**src/sv/swhr_pkg.sv**
```systemverilog
// Shared constants and types for the single-wire humidity sensor reader.
package swhr_pkg;

	localparam int FRAME_BITS = 40;
	localparam int WORD_W     = 40;
	localparam int COUNT_W    = 15;
	localparam int BIT_IDX_W  = 6;
	localparam int CFG_IDX_W  = 3;
	localparam int CFG_DATA_W = 15;

	localparam logic [COUNT_W-1:0] COUNT_MAX = '1;

	// Register indexes on the configuration port
	localparam logic [CFG_IDX_W-1:0] REG_START_LOW    = 3'd0;
	localparam logic [CFG_IDX_W-1:0] REG_RELEASE      = 3'd1;
	localparam logic [CFG_IDX_W-1:0] REG_RESP_TIMEOUT = 3'd2;
	localparam logic [CFG_IDX_W-1:0] REG_ONE_THRESH   = 3'd3;
	localparam logic [CFG_IDX_W-1:0] REG_DATA_TIMEOUT = 3'd4;

	localparam logic [14:0] START_LOW_RESET    = 15'd18000;
	localparam logic [7:0]  RELEASE_RESET      = 8'd30;
	localparam logic [7:0]  RESP_TIMEOUT_RESET = 8'd100;
	localparam logic [7:0]  ONE_THRESH_RESET   = 8'd65;
	localparam logic [7:0]  DATA_TIMEOUT_RESET = 8'd255;

	localparam logic KIND_TICK  = 1'b0;
	localparam logic KIND_START = 1'b1;

	typedef struct packed {
		logic [14:0] start_low_ticks;
		logic [7:0]  release_ticks;
		logic [7:0]  response_timeout;
		logic [7:0]  one_threshold;
		logic [7:0]  data_timeout;
	} cfg_t;

	typedef struct packed {
		logic       drive_enable;
		logic       drive_level;
		logic       busy_res;
		logic       done_res;
		logic       checksum_ok;
		logic       timed_out;
		logic [7:0] humidity_int;
		logic [7:0] humidity_dec;
		logic [7:0] temperature_int;
		logic [7:0] temperature_dec;
	} res_t;

endpackage

```
**src/sv/swhr_ifs.sv**
```systemverilog
// Handshake channel interfaces: input items, result items and register writes.
interface swhr_in_if;
	logic valid;
	logic ready;
	logic kind;
	logic line_in;

	modport source (output valid, output kind, output line_in, input ready);
	modport sink (input valid, input kind, input line_in, output ready);
endinterface

interface swhr_out_if;
	logic       valid;
	logic       ready;
	logic       drive_enable;
	logic       drive_level;
	logic       busy_res;
	logic       done_res;
	logic       checksum_ok;
	logic       timed_out;
	logic [7:0] humidity_int;
	logic [7:0] humidity_dec;
	logic [7:0] temperature_int;
	logic [7:0] temperature_dec;

	modport source (output valid, output drive_enable, output drive_level, output busy_res,
		output done_res, output checksum_ok, output timed_out, output humidity_int,
		output humidity_dec, output temperature_int, output temperature_dec, input ready);
	modport sink (input valid, input drive_enable, input drive_level, input busy_res,
		input done_res, input checksum_ok, input timed_out, input humidity_int,
		input humidity_dec, input temperature_int, input temperature_dec, output ready);
endinterface

interface swhr_cfg_if;
	logic                           valid;
	logic                           ready;
	logic [swhr_pkg::CFG_IDX_W-1:0]  index;
	logic [swhr_pkg::CFG_DATA_W-1:0] data;

	modport source (output valid, output index, output data, input ready);
	modport sink (input valid, input index, input data, output ready);
endinterface

```
**src/sv/single_wire_humidity_sensor_reader.sv**
```systemverilog
// Single-wire humidity/temperature sensor reader, one input word per microsecond tick.
// Each result word is formed combinationally and registered into the result buffer.
// Input words are taken one per clock while the result buffer is not full.
// A two-entry result buffer keeps input flowing while one result waits at the output.
// Reset: phase idle, counters and shift word cleared, registers at their defaults.
module single_wire_humidity_sensor_reader (
	input logic        clk,
	input logic        arst_n,
	swhr_in_if.sink    item,
	swhr_out_if.source result,
	swhr_cfg_if.sink   cfg
);

	swhr_pkg::cfg_t cfg_regs;
	swhr_pkg::res_t seq_res;
	swhr_pkg::res_t head;
	logic           buf_full;
	logic           accept;

	assign cfg.ready  = 1'b1;
	assign item.ready = !buf_full;
	assign accept     = item.valid && !buf_full;

	swhr_cfg_regs u_cfg (
		.clk      (clk),
		.arst_n   (arst_n),
		.wr_en    (cfg.valid),
		.wr_index (cfg.index),
		.wr_data  (cfg.data),
		.cfg      (cfg_regs)
	);

	swhr_seq u_seq (
		.clk     (clk),
		.arst_n  (arst_n),
		.accept  (accept),
		.kind    (item.kind),
		.line_in (item.line_in),
		.cfg     (cfg_regs),
		.result  (seq_res)
	);

	swhr_res_buf u_buf (
		.clk       (clk),
		.arst_n    (arst_n),
		.push      (accept),
		.push_data (seq_res),
		.full      (buf_full),
		.valid     (result.valid),
		.pop       (result.valid && result.ready),
		.pop_data  (head)
	);

	assign result.drive_enable    = head.drive_enable;
	assign result.drive_level     = head.drive_level;
	assign result.busy_res        = head.busy_res;
	assign result.done_res        = head.done_res;
	assign result.checksum_ok     = head.checksum_ok;
	assign result.timed_out       = head.timed_out;
	assign result.humidity_int    = head.humidity_int;
	assign result.humidity_dec    = head.humidity_dec;
	assign result.temperature_int = head.temperature_int;
	assign result.temperature_dec = head.temperature_dec;

endmodule

```
**src/sv/swhr_cfg_regs.sv**
```systemverilog
// Configuration register file, written one word per handshake.
module swhr_cfg_regs (
	input  logic                           clk,
	input  logic                           arst_n,
	input  logic                           wr_en,
	input  logic [swhr_pkg::CFG_IDX_W-1:0]  wr_index,
	input  logic [swhr_pkg::CFG_DATA_W-1:0] wr_data,
	output swhr_pkg::cfg_t                  cfg
);

	swhr_pkg::cfg_t cfg_q;

	always_ff @(posedge clk or negedge arst_n) begin
		if (!arst_n) begin
			cfg_q.start_low_ticks  <= swhr_pkg::START_LOW_RESET;
			cfg_q.release_ticks    <= swhr_pkg::RELEASE_RESET;
			cfg_q.response_timeout <= swhr_pkg::RESP_TIMEOUT_RESET;
			cfg_q.one_threshold    <= swhr_pkg::ONE_THRESH_RESET;
			cfg_q.data_timeout     <= swhr_pkg::DATA_TIMEOUT_RESET;
		end else if (wr_en) begin
			unique case (wr_index)
				swhr_pkg::REG_START_LOW:    cfg_q.start_low_ticks  <= wr_data;
				swhr_pkg::REG_RELEASE:      cfg_q.release_ticks    <= wr_data[7:0];
				swhr_pkg::REG_RESP_TIMEOUT: cfg_q.response_timeout <= wr_data[7:0];
				swhr_pkg::REG_ONE_THRESH:   cfg_q.one_threshold    <= wr_data[7:0];
				swhr_pkg::REG_DATA_TIMEOUT: cfg_q.data_timeout     <= wr_data[7:0];
				default: ;
			endcase
		end
	end

	assign cfg = cfg_q;

endmodule

```
**src/sv/swhr_seq.sv**
```systemverilog
// Read sequencer: phase, tick counter, bit counter and received shift word.
module swhr_seq (
	input  logic           clk,
	input  logic           arst_n,
	input  logic           accept,
	input  logic           kind,
	input  logic           line_in,
	input  swhr_pkg::cfg_t cfg,
	output swhr_pkg::res_t result
);

	typedef enum logic [2:0] {
		PH_IDLE      = 3'd0,
		PH_DRV_LOW   = 3'd1,
		PH_DRV_HIGH  = 3'd2,
		PH_RESP_LOW  = 3'd3,
		PH_RESP_HIGH = 3'd4,
		PH_DATA_LOW  = 3'd5,
		PH_DATA_HIGH = 3'd6
	} phase_t;

	phase_t                             phase_q, phase_d;
	logic [swhr_pkg::COUNT_W-1:0]       tick_q, tick_d, bumped;
	logic [swhr_pkg::BIT_IDX_W-1:0]     bit_q, bit_d;
	logic [swhr_pkg::WORD_W-1:0]        word_q, word_d, shifted;
	logic [swhr_pkg::COUNT_W-1:0]       resp_lim, data_lim, thresh;
	logic                               last_bit;
	logic [9:0]                         sum;
	logic                               done, tout, ok;
	logic [swhr_pkg::WORD_W-1:0]        bytes;

	assign bumped   = (tick_q == swhr_pkg::COUNT_MAX) ? tick_q : tick_q + 1'b1;
	assign resp_lim = {7'd0, cfg.response_timeout};
	assign data_lim = {7'd0, cfg.data_timeout};
	assign thresh   = {7'd0, cfg.one_threshold};
	assign shifted  = {word_q[swhr_pkg::WORD_W-2:0], (tick_q > thresh)};
	assign last_bit = ({1'b0, bit_q} + 7'd1) >= 7'(swhr_pkg::FRAME_BITS);
	assign sum      = {2'd0, shifted[39:32]} + {2'd0, shifted[31:24]}
		+ {2'd0, shifted[23:16]} + {2'd0, shifted[15:8]};

	always_comb begin
		phase_d = phase_q;
		tick_d  = tick_q;
		bit_d   = bit_q;
		word_d  = word_q;
		done    = 1'b0;
		tout    = 1'b0;
		ok      = 1'b0;
		bytes   = '0;
		if (kind == swhr_pkg::KIND_START) begin
			if (phase_q == PH_IDLE) begin
				phase_d = PH_DRV_LOW;
				tick_d  = '0;
				bit_d   = '0;
				word_d  = '0;
			end
		end else begin
			unique case (phase_q)
				PH_IDLE: ;
				PH_DRV_LOW: begin
					tick_d = bumped;
					if (bumped >= cfg.start_low_ticks) begin
						phase_d = PH_DRV_HIGH;
						tick_d  = '0;
					end
				end
				PH_DRV_HIGH: begin
					tick_d = bumped;
					if (bumped >= {7'd0, cfg.release_ticks}) begin
						phase_d = PH_RESP_LOW;
						tick_d  = '0;
					end
				end
				PH_RESP_LOW: begin
					if (line_in || tick_q > resp_lim) begin
						phase_d = PH_RESP_HIGH;
						tick_d  = '0;
					end else begin
						tick_d = bumped;
					end
				end
				PH_RESP_HIGH: begin
					if (!line_in || tick_q > resp_lim) begin
						phase_d = PH_DATA_LOW;
						tick_d  = '0;
					end else begin
						tick_d = bumped;
					end
				end
				PH_DATA_LOW: begin
					if (line_in) begin
						phase_d = PH_DATA_HIGH;
						tick_d  = '0;
					end else begin
						tick_d = bumped;
						if (bumped > data_lim) begin
							phase_d = PH_IDLE;
							done    = 1'b1;
							tout    = 1'b1;
						end
					end
				end
				PH_DATA_HIGH: begin
					if (line_in) begin
						tick_d = bumped;
						if (bumped > data_lim) begin
							phase_d = PH_IDLE;
							done    = 1'b1;
							tout    = 1'b1;
						end
					end else begin
						// the low sample closes the pulse and decides the bit
						word_d = shifted;
						tick_d = '0;
						if (last_bit) begin
							ok      = (sum[7:0] == shifted[7:0]);
							bytes   = shifted;
							done    = 1'b1;
							phase_d = PH_IDLE;
							bit_d   = '0;
						end else begin
							bit_d   = bit_q + 1'b1;
							phase_d = PH_DATA_LOW;
						end
					end
				end
				default: phase_d = PH_IDLE;
			endcase
		end
	end

	always_ff @(posedge clk or negedge arst_n) begin
		if (!arst_n) begin
			phase_q <= PH_IDLE;
			tick_q  <= '0;
			bit_q   <= '0;
			word_q  <= '0;
		end else if (accept) begin
			phase_q <= phase_d;
			tick_q  <= tick_d;
			bit_q   <= bit_d;
			word_q  <= word_d;
		end
	end

	always_comb begin
		result.drive_enable    = (phase_d == PH_DRV_LOW) || (phase_d == PH_DRV_HIGH);
		result.drive_level     = (phase_d == PH_DRV_HIGH);
		result.busy_res        = (phase_d != PH_IDLE);
		result.done_res        = done;
		result.checksum_ok     = ok;
		result.timed_out       = tout;
		result.humidity_int    = bytes[39:32];
		result.humidity_dec    = bytes[31:24];
		result.temperature_int = bytes[23:16];
		result.temperature_dec = bytes[15:8];
	end

endmodule

```
**src/sv/swhr_res_buf.sv**
```systemverilog
// Two-entry result buffer that decouples the input side from a stalled output.
module swhr_res_buf (
	input  logic           clk,
	input  logic           arst_n,
	input  logic           push,
	input  swhr_pkg::res_t push_data,
	output logic           full,
	output logic           valid,
	input  logic           pop,
	output swhr_pkg::res_t pop_data
);

	swhr_pkg::res_t entry_q [2];
	logic           wr_ptr_q, rd_ptr_q;
	logic [1:0]     count_q;

	assign full     = (count_q == 2'd2);
	assign valid    = (count_q != 2'd0);
	assign pop_data = entry_q[rd_ptr_q];

	always_ff @(posedge clk) begin
		if (push) begin
			entry_q[wr_ptr_q] <= push_data;
		end
	end

	always_ff @(posedge clk or negedge arst_n) begin
		if (!arst_n) begin
			wr_ptr_q <= 1'b0;
			rd_ptr_q <= 1'b0;
			count_q  <= 2'd0;
		end else begin
			if (push) begin
				wr_ptr_q <= ~wr_ptr_q;
			end
			if (pop) begin
				rd_ptr_q <= ~rd_ptr_q;
			end
			case ({push, pop})
				2'b10:   count_q <= count_q + 2'd1;
				2'b01:   count_q <= count_q - 2'd1;
				default: count_q <= count_q;
			endcase
		end
	end

endmodule

```
**src/flat_wrapper.sv**
```systemverilog
// flat-port wrapper written by rule: the top's interface ports become plain ports
module single_wire_humidity_sensor_reader_flat 
  (clk, arst_n, item_valid, item_kind, item_line_in, item_ready, result_valid, result_drive_enable, result_drive_level, result_busy_res, result_done_res, result_checksum_ok, result_timed_out, result_humidity_int, result_humidity_dec, result_temperature_int, result_temperature_dec, result_ready, cfg_valid, cfg_index, cfg_data, cfg_ready);
  swhr_in_if item_i ();
  swhr_out_if result_i ();
  swhr_cfg_if cfg_i ();
  input logic clk;
  input logic arst_n;
  input wire logic [$bits(item_i.valid)-1:0] item_valid;
  input wire logic [$bits(item_i.kind)-1:0] item_kind;
  input wire logic [$bits(item_i.line_in)-1:0] item_line_in;
  output wire logic [$bits(item_i.ready)-1:0] item_ready;
  output wire logic [$bits(result_i.valid)-1:0] result_valid;
  output wire logic [$bits(result_i.drive_enable)-1:0] result_drive_enable;
  output wire logic [$bits(result_i.drive_level)-1:0] result_drive_level;
  output wire logic [$bits(result_i.busy_res)-1:0] result_busy_res;
  output wire logic [$bits(result_i.done_res)-1:0] result_done_res;
  output wire logic [$bits(result_i.checksum_ok)-1:0] result_checksum_ok;
  output wire logic [$bits(result_i.timed_out)-1:0] result_timed_out;
  output wire logic [$bits(result_i.humidity_int)-1:0] result_humidity_int;
  output wire logic [$bits(result_i.humidity_dec)-1:0] result_humidity_dec;
  output wire logic [$bits(result_i.temperature_int)-1:0] result_temperature_int;
  output wire logic [$bits(result_i.temperature_dec)-1:0] result_temperature_dec;
  input wire logic [$bits(result_i.ready)-1:0] result_ready;
  input wire logic [$bits(cfg_i.valid)-1:0] cfg_valid;
  input wire logic [$bits(cfg_i.index)-1:0] cfg_index;
  input wire logic [$bits(cfg_i.data)-1:0] cfg_data;
  output wire logic [$bits(cfg_i.ready)-1:0] cfg_ready;
  assign item_i.valid = item_valid;
  assign item_i.kind = item_kind;
  assign item_i.line_in = item_line_in;
  assign item_ready = item_i.ready;
  assign result_valid = result_i.valid;
  assign result_drive_enable = result_i.drive_enable;
  assign result_drive_level = result_i.drive_level;
  assign result_busy_res = result_i.busy_res;
  assign result_done_res = result_i.done_res;
  assign result_checksum_ok = result_i.checksum_ok;
  assign result_timed_out = result_i.timed_out;
  assign result_humidity_int = result_i.humidity_int;
  assign result_humidity_dec = result_i.humidity_dec;
  assign result_temperature_int = result_i.temperature_int;
  assign result_temperature_dec = result_i.temperature_dec;
  assign result_i.ready = result_ready;
  assign cfg_i.valid = cfg_valid;
  assign cfg_i.index = cfg_index;
  assign cfg_i.data = cfg_data;
  assign cfg_ready = cfg_i.ready;
  single_wire_humidity_sensor_reader u_core (.clk(clk), .arst_n(arst_n), .item(item_i), .result(result_i), .cfg(cfg_i));
endmodule
```
**config.mk**
```make
export PLATFORM = sky130hd
export DESIGN_NAME = single_wire_humidity_sensor_reader_flat
export DESIGN_NICKNAME = d
export VERILOG_FILES = /design/src/sv/swhr_pkg.sv /design/src/sv/swhr_ifs.sv /design/src/sv/single_wire_humidity_sensor_reader.sv /design/src/sv/swhr_cfg_regs.sv /design/src/sv/swhr_seq.sv /design/src/sv/swhr_res_buf.sv /design/src/flat_wrapper.sv
export SDC_FILE = /design/constraint.sdc
export NUM_CORES = 1
export LEC_CHECK = 0
export ABC_AREA = 0
export CAP_MARGIN = 15
export CORE_MARGIN = 10
export CORE_UTILIZATION = 40
export CTS_CLUSTER_DIAMETER = 100
export CTS_CLUSTER_SIZE = 16
export DETAILED_ROUTE_END_ITERATION = 10
export DONT_BUFFER_PORTS = 1
export PLACE_DENSITY = 0.62
export SLEW_MARGIN = 5
export SYNTH_ARGS = -nofsm -noshare
export SYNTH_HDL_FRONTEND = slang
export SYNTH_SLANG_ARGS = --single-unit
```
**constraint.sdc**
```tcl
create_clock -name clk -period 6.2 [get_ports clk]
set_clock_uncertainty 0.15 [all_clocks]
set_input_delay 0.31 -clock clk [delete_from_list [all_inputs] [get_ports clk]]
set_output_delay 0.31 -clock clk [all_outputs]
set_load 0.01 [all_outputs]
```
==> flow_summary.ini <==
[global_routing]
number_of_antenna_violations_at_the_first_check_in_global_routing = 1
globalRoute.totalOverflow = 0
grt.total_usage_pct = 13.7
first_global_vias = 6407
grt_start_max_net_pins = 115
first_pass_grt_wire_length_mm = 34.6

[power_and_ir_drop]
peakVddDrop_mv = 0.177
power_per_cell_area_nw_per_um2 = 344
leakage_power_uw = 0.00470

[place]
placedCellCount = 1157
portBuffers = 0
gp_congestion = 0.829
hpwl_mm = 14.1

[sta]
hold-worst-slack_ps = 37.2
final_min_period_over_clock_period_pct = 76.6
finalSetupViolations = 0
rsz0062_at_grt = false
transition_time_at_the_pin_with_the_least_slew_margin_ps = 853
maximum_operating_frequency_mhz = 210
finalSetupTns_ps = 0
period_minus_slack_ps = 4750
slew_violations = 0
timing.max_slew.rel_slack_pct = 43.0
hold_viol_final = 0

[drt]
wl_per_cell_um = 17.1
viasPerCell = 5.24
detail_route.iter0.violations = 405
wl_mm = 20.6
detailed_router_iteration_count_before_antenna_repair = 5
final_antenna_net_count = 0
residual_drc_count = 0
vias = 6331

[run]
cap_violations = 0

[status]
result_of_the_run = finished, final reports clean

[setup_path]
critical_path.endpoint_type = flop
cp-start-kind = flop
critPathKind = flop to flop
worstPathRequired_ps = 6380
worstPathArrival_ps = 4940
timing.critical_path.fanout_max = 18
critPathMaxStageDelay_ps = 470
crit_path_cell_trace = ha_1 -> nand2_1 -> nor3_1 -> nand2_1 -> nand4_1 -> nor2_1 -> nand3_1 -> xnor2_1 -> ha_1 -> a2111o_1 -> o32ai_1 -> a211oi_1 -> o41ai_1 -> o211ai_2 -> o41ai_1
slowest_stage = dfrtp_1

[yosys]
postSynthRegisterBits = 190
postSynthAreaPerCell_um2 = 11.5
synthDominantCellAreaShare_pct = 23.2
synthesis.instances = 860
sequential_fraction_of_the_synthesis_area_pct = 52.0
synth.top_cells.by_area = dfrtp_1, edfxtp_1, ha_1
synth.net_count = 955
post-synth-top-area-cell = dfrtp_1
ys_types = 67
async_sr_flop_fraction_pct = 60.0
yosys_most_used_dff = dfrtp_1
synth-edff-count = 76
synthesis.area_um2 = 9920
yosys_warnings = 0

[floorplan]
floorplan.die.width_um = 178
fp.dieArea_um2 = 31500
floorplan.io_pins = 66
rows = 57
floorplan.die.height_um = 178
floorplan.initialDensity_pct = 40.7
design.core.area_um2 = 24400

[layout]
finalNetCount = 965
post-route-util_pct = 45.7
layout-area-overhead-vs-synth_pct = 12.3
drive_above_1_share_pct = 16.0
finish.cell_count_without_fillers = 1208

[clocking]
clock_sinks = 190
total_number_of_h_tree_levels = 4
ctsRootBufferMaster = clkbuf_16
cts.clk_slew.worst_paths_ps = 80
cts.path.max_buffers = 2
cts_tree = done
post_cts_repair_timing_setup_buffer_count = 0
tritoncts.num_buffers = 17
clock_latency_of_the_later_clocked_register_in_the_worst_skew_pair_ps = 460

[hold_path]
hold_path.class = primary input to flop
timing repair:
item / in CTS / in global routing
resized for setup: 0 / 0
hold buffers: 18 / 0
endpoints found under the hold margin: 162 / 0
metrics by stage:
stage	cell area (um^2)	worst slack, ps	power (uW)
CTS	11100	1460	3890
global placement	10300	1590	2660
global route	11100	940	4070
detailed placement	10300	1500	2680
finish	11100	1450	3830
floorplan	9920	2060	2440
report_power, final:
part	internal [uW]	leakage, uW	switching (uW)
registers	1570	0.00217	106
clock network	569	0.000310	598
logic	389	0.00221	596
total	2530	0.00470	1300
cell type report:
type / count / area (um^2)
tap: 324 / 405
sequential: 190 / 5160
multi-input combinational: 575 / 4430
clock buffer: 17 / 425
timing repair buffer: 29 / 280
clock inverter: 15 / 218
inverter: 57 / 214
antenna: 1 / 2.50
fill: 2268 / 13200
cell families after synthesis:
family	Yosys count	synth area share, %
AND/OR/NAND/NOR	224	11.4
AO/OA/AOI/OAI	191	13.7
flip-flops	190	52.0
buffers and inverters	95	3.76
adder cells (fa/ha/maj)	70	9.89
multiplexers	55	6.20
XOR/XNOR	34	3.00
other	1	0.0378
cells in the mapped netlist (all sizes together), types with 11 or more instances:
cell type / n
nand2: 82
dfrtp: 92
dfstp: 22
clkbuf: 32
o21ai: 64
nand3: 15
nor2: 29
nor3: 16
ha: 56
edfxtp: 76
nand4: 13
xnor2: 26
o21a: 11
fa: 14
and2: 35
inv: 57
a21oi: 17
mux2: 52
a22o: 39
critical path, delay by kind of cell, from the launching register on:
kind                       cells  cell delay (ps)
AOI/OAI and AO/OA              6             2170
xor gates and xnor gates       1              150
DFF                            1              470
adders and majority gates      2              470
and+or+nand+nor                6             1220
layout by cell type (no fill, tap or decap), drive strengths merged, types with 10 or more instances in the layout:
cell | Yosys | layout
nand3 | 15 | 15
dfrtp | 92 | 92
edfxtp | 76 | 76
inv | 57 | 66
fa | 14 | 14
dfstp | 22 | 22
xnor2 | 26 | 26
nor3 | 16 | 16
a21o | 10 | 10
mux2 | 52 | 52
buf | 6 | 12
o21a | 11 | 11
nand2 | 82 | 82
o21ai | 64 | 64
nand4 | 13 | 13
a22o | 39 | 39
a21oi | 17 | 17
ha | 56 | 56
clkbuf | 32 | 17
and2 | 35 | 35
dlygate4sd3 | 0 | 17
nor2 | 29 | 29
sequential cells by signal, indices dropped and copies added (netlist names), 2 cells and up:
register	count
u_core.u_buf.count_q	2
u_core.u_buf.entry_q	76
u_core.u_cfg.cfg	47
u_core.u_seq.bit_q	6
u_core.u_seq.phase_q	3
u_core.u_seq.tick_q	15
u_core.u_seq.word_q	39
layer usage:
metal	track usage, %	wire length [um]	up-vias	part of all wire (%)
met1	18.7	9980	3080	48
met5	0	0	-	0
met4	3.96	240	0	1.2
li1	-	-	3126	-
met3	2.95	828	18	4.0
met2	21.5	9550	107	46
path summary, 6_finish.rpt:
| path | from | end | cells after the start | slack, ps |
|---|---|---|---|---|
| max | u_core.u_seq.tick_q[1] | u_core.u_seq.tick_q[3] | 15 | 1450 |
| min | item_line_in | u_core.u_buf.entry_q[0][34] | 2 | 40 |
| max reg2reg | u_core.u_seq.tick_q[1] | u_core.u_seq.tick_q[3] | 15 | 1450 |
| min reg2reg | u_core.u_buf.rd_ptr_q | u_core.u_buf.rd_ptr_q | 1 | 320 |
| max in group asynchronous | arst_n | u_core.u_seq.bit_q[4] | 2 | 5120 |
| min in group asynchronous | arst_n | u_core.u_cfg.cfg[30] | 2 | 290 |
(Power assumes the default switching activity.)
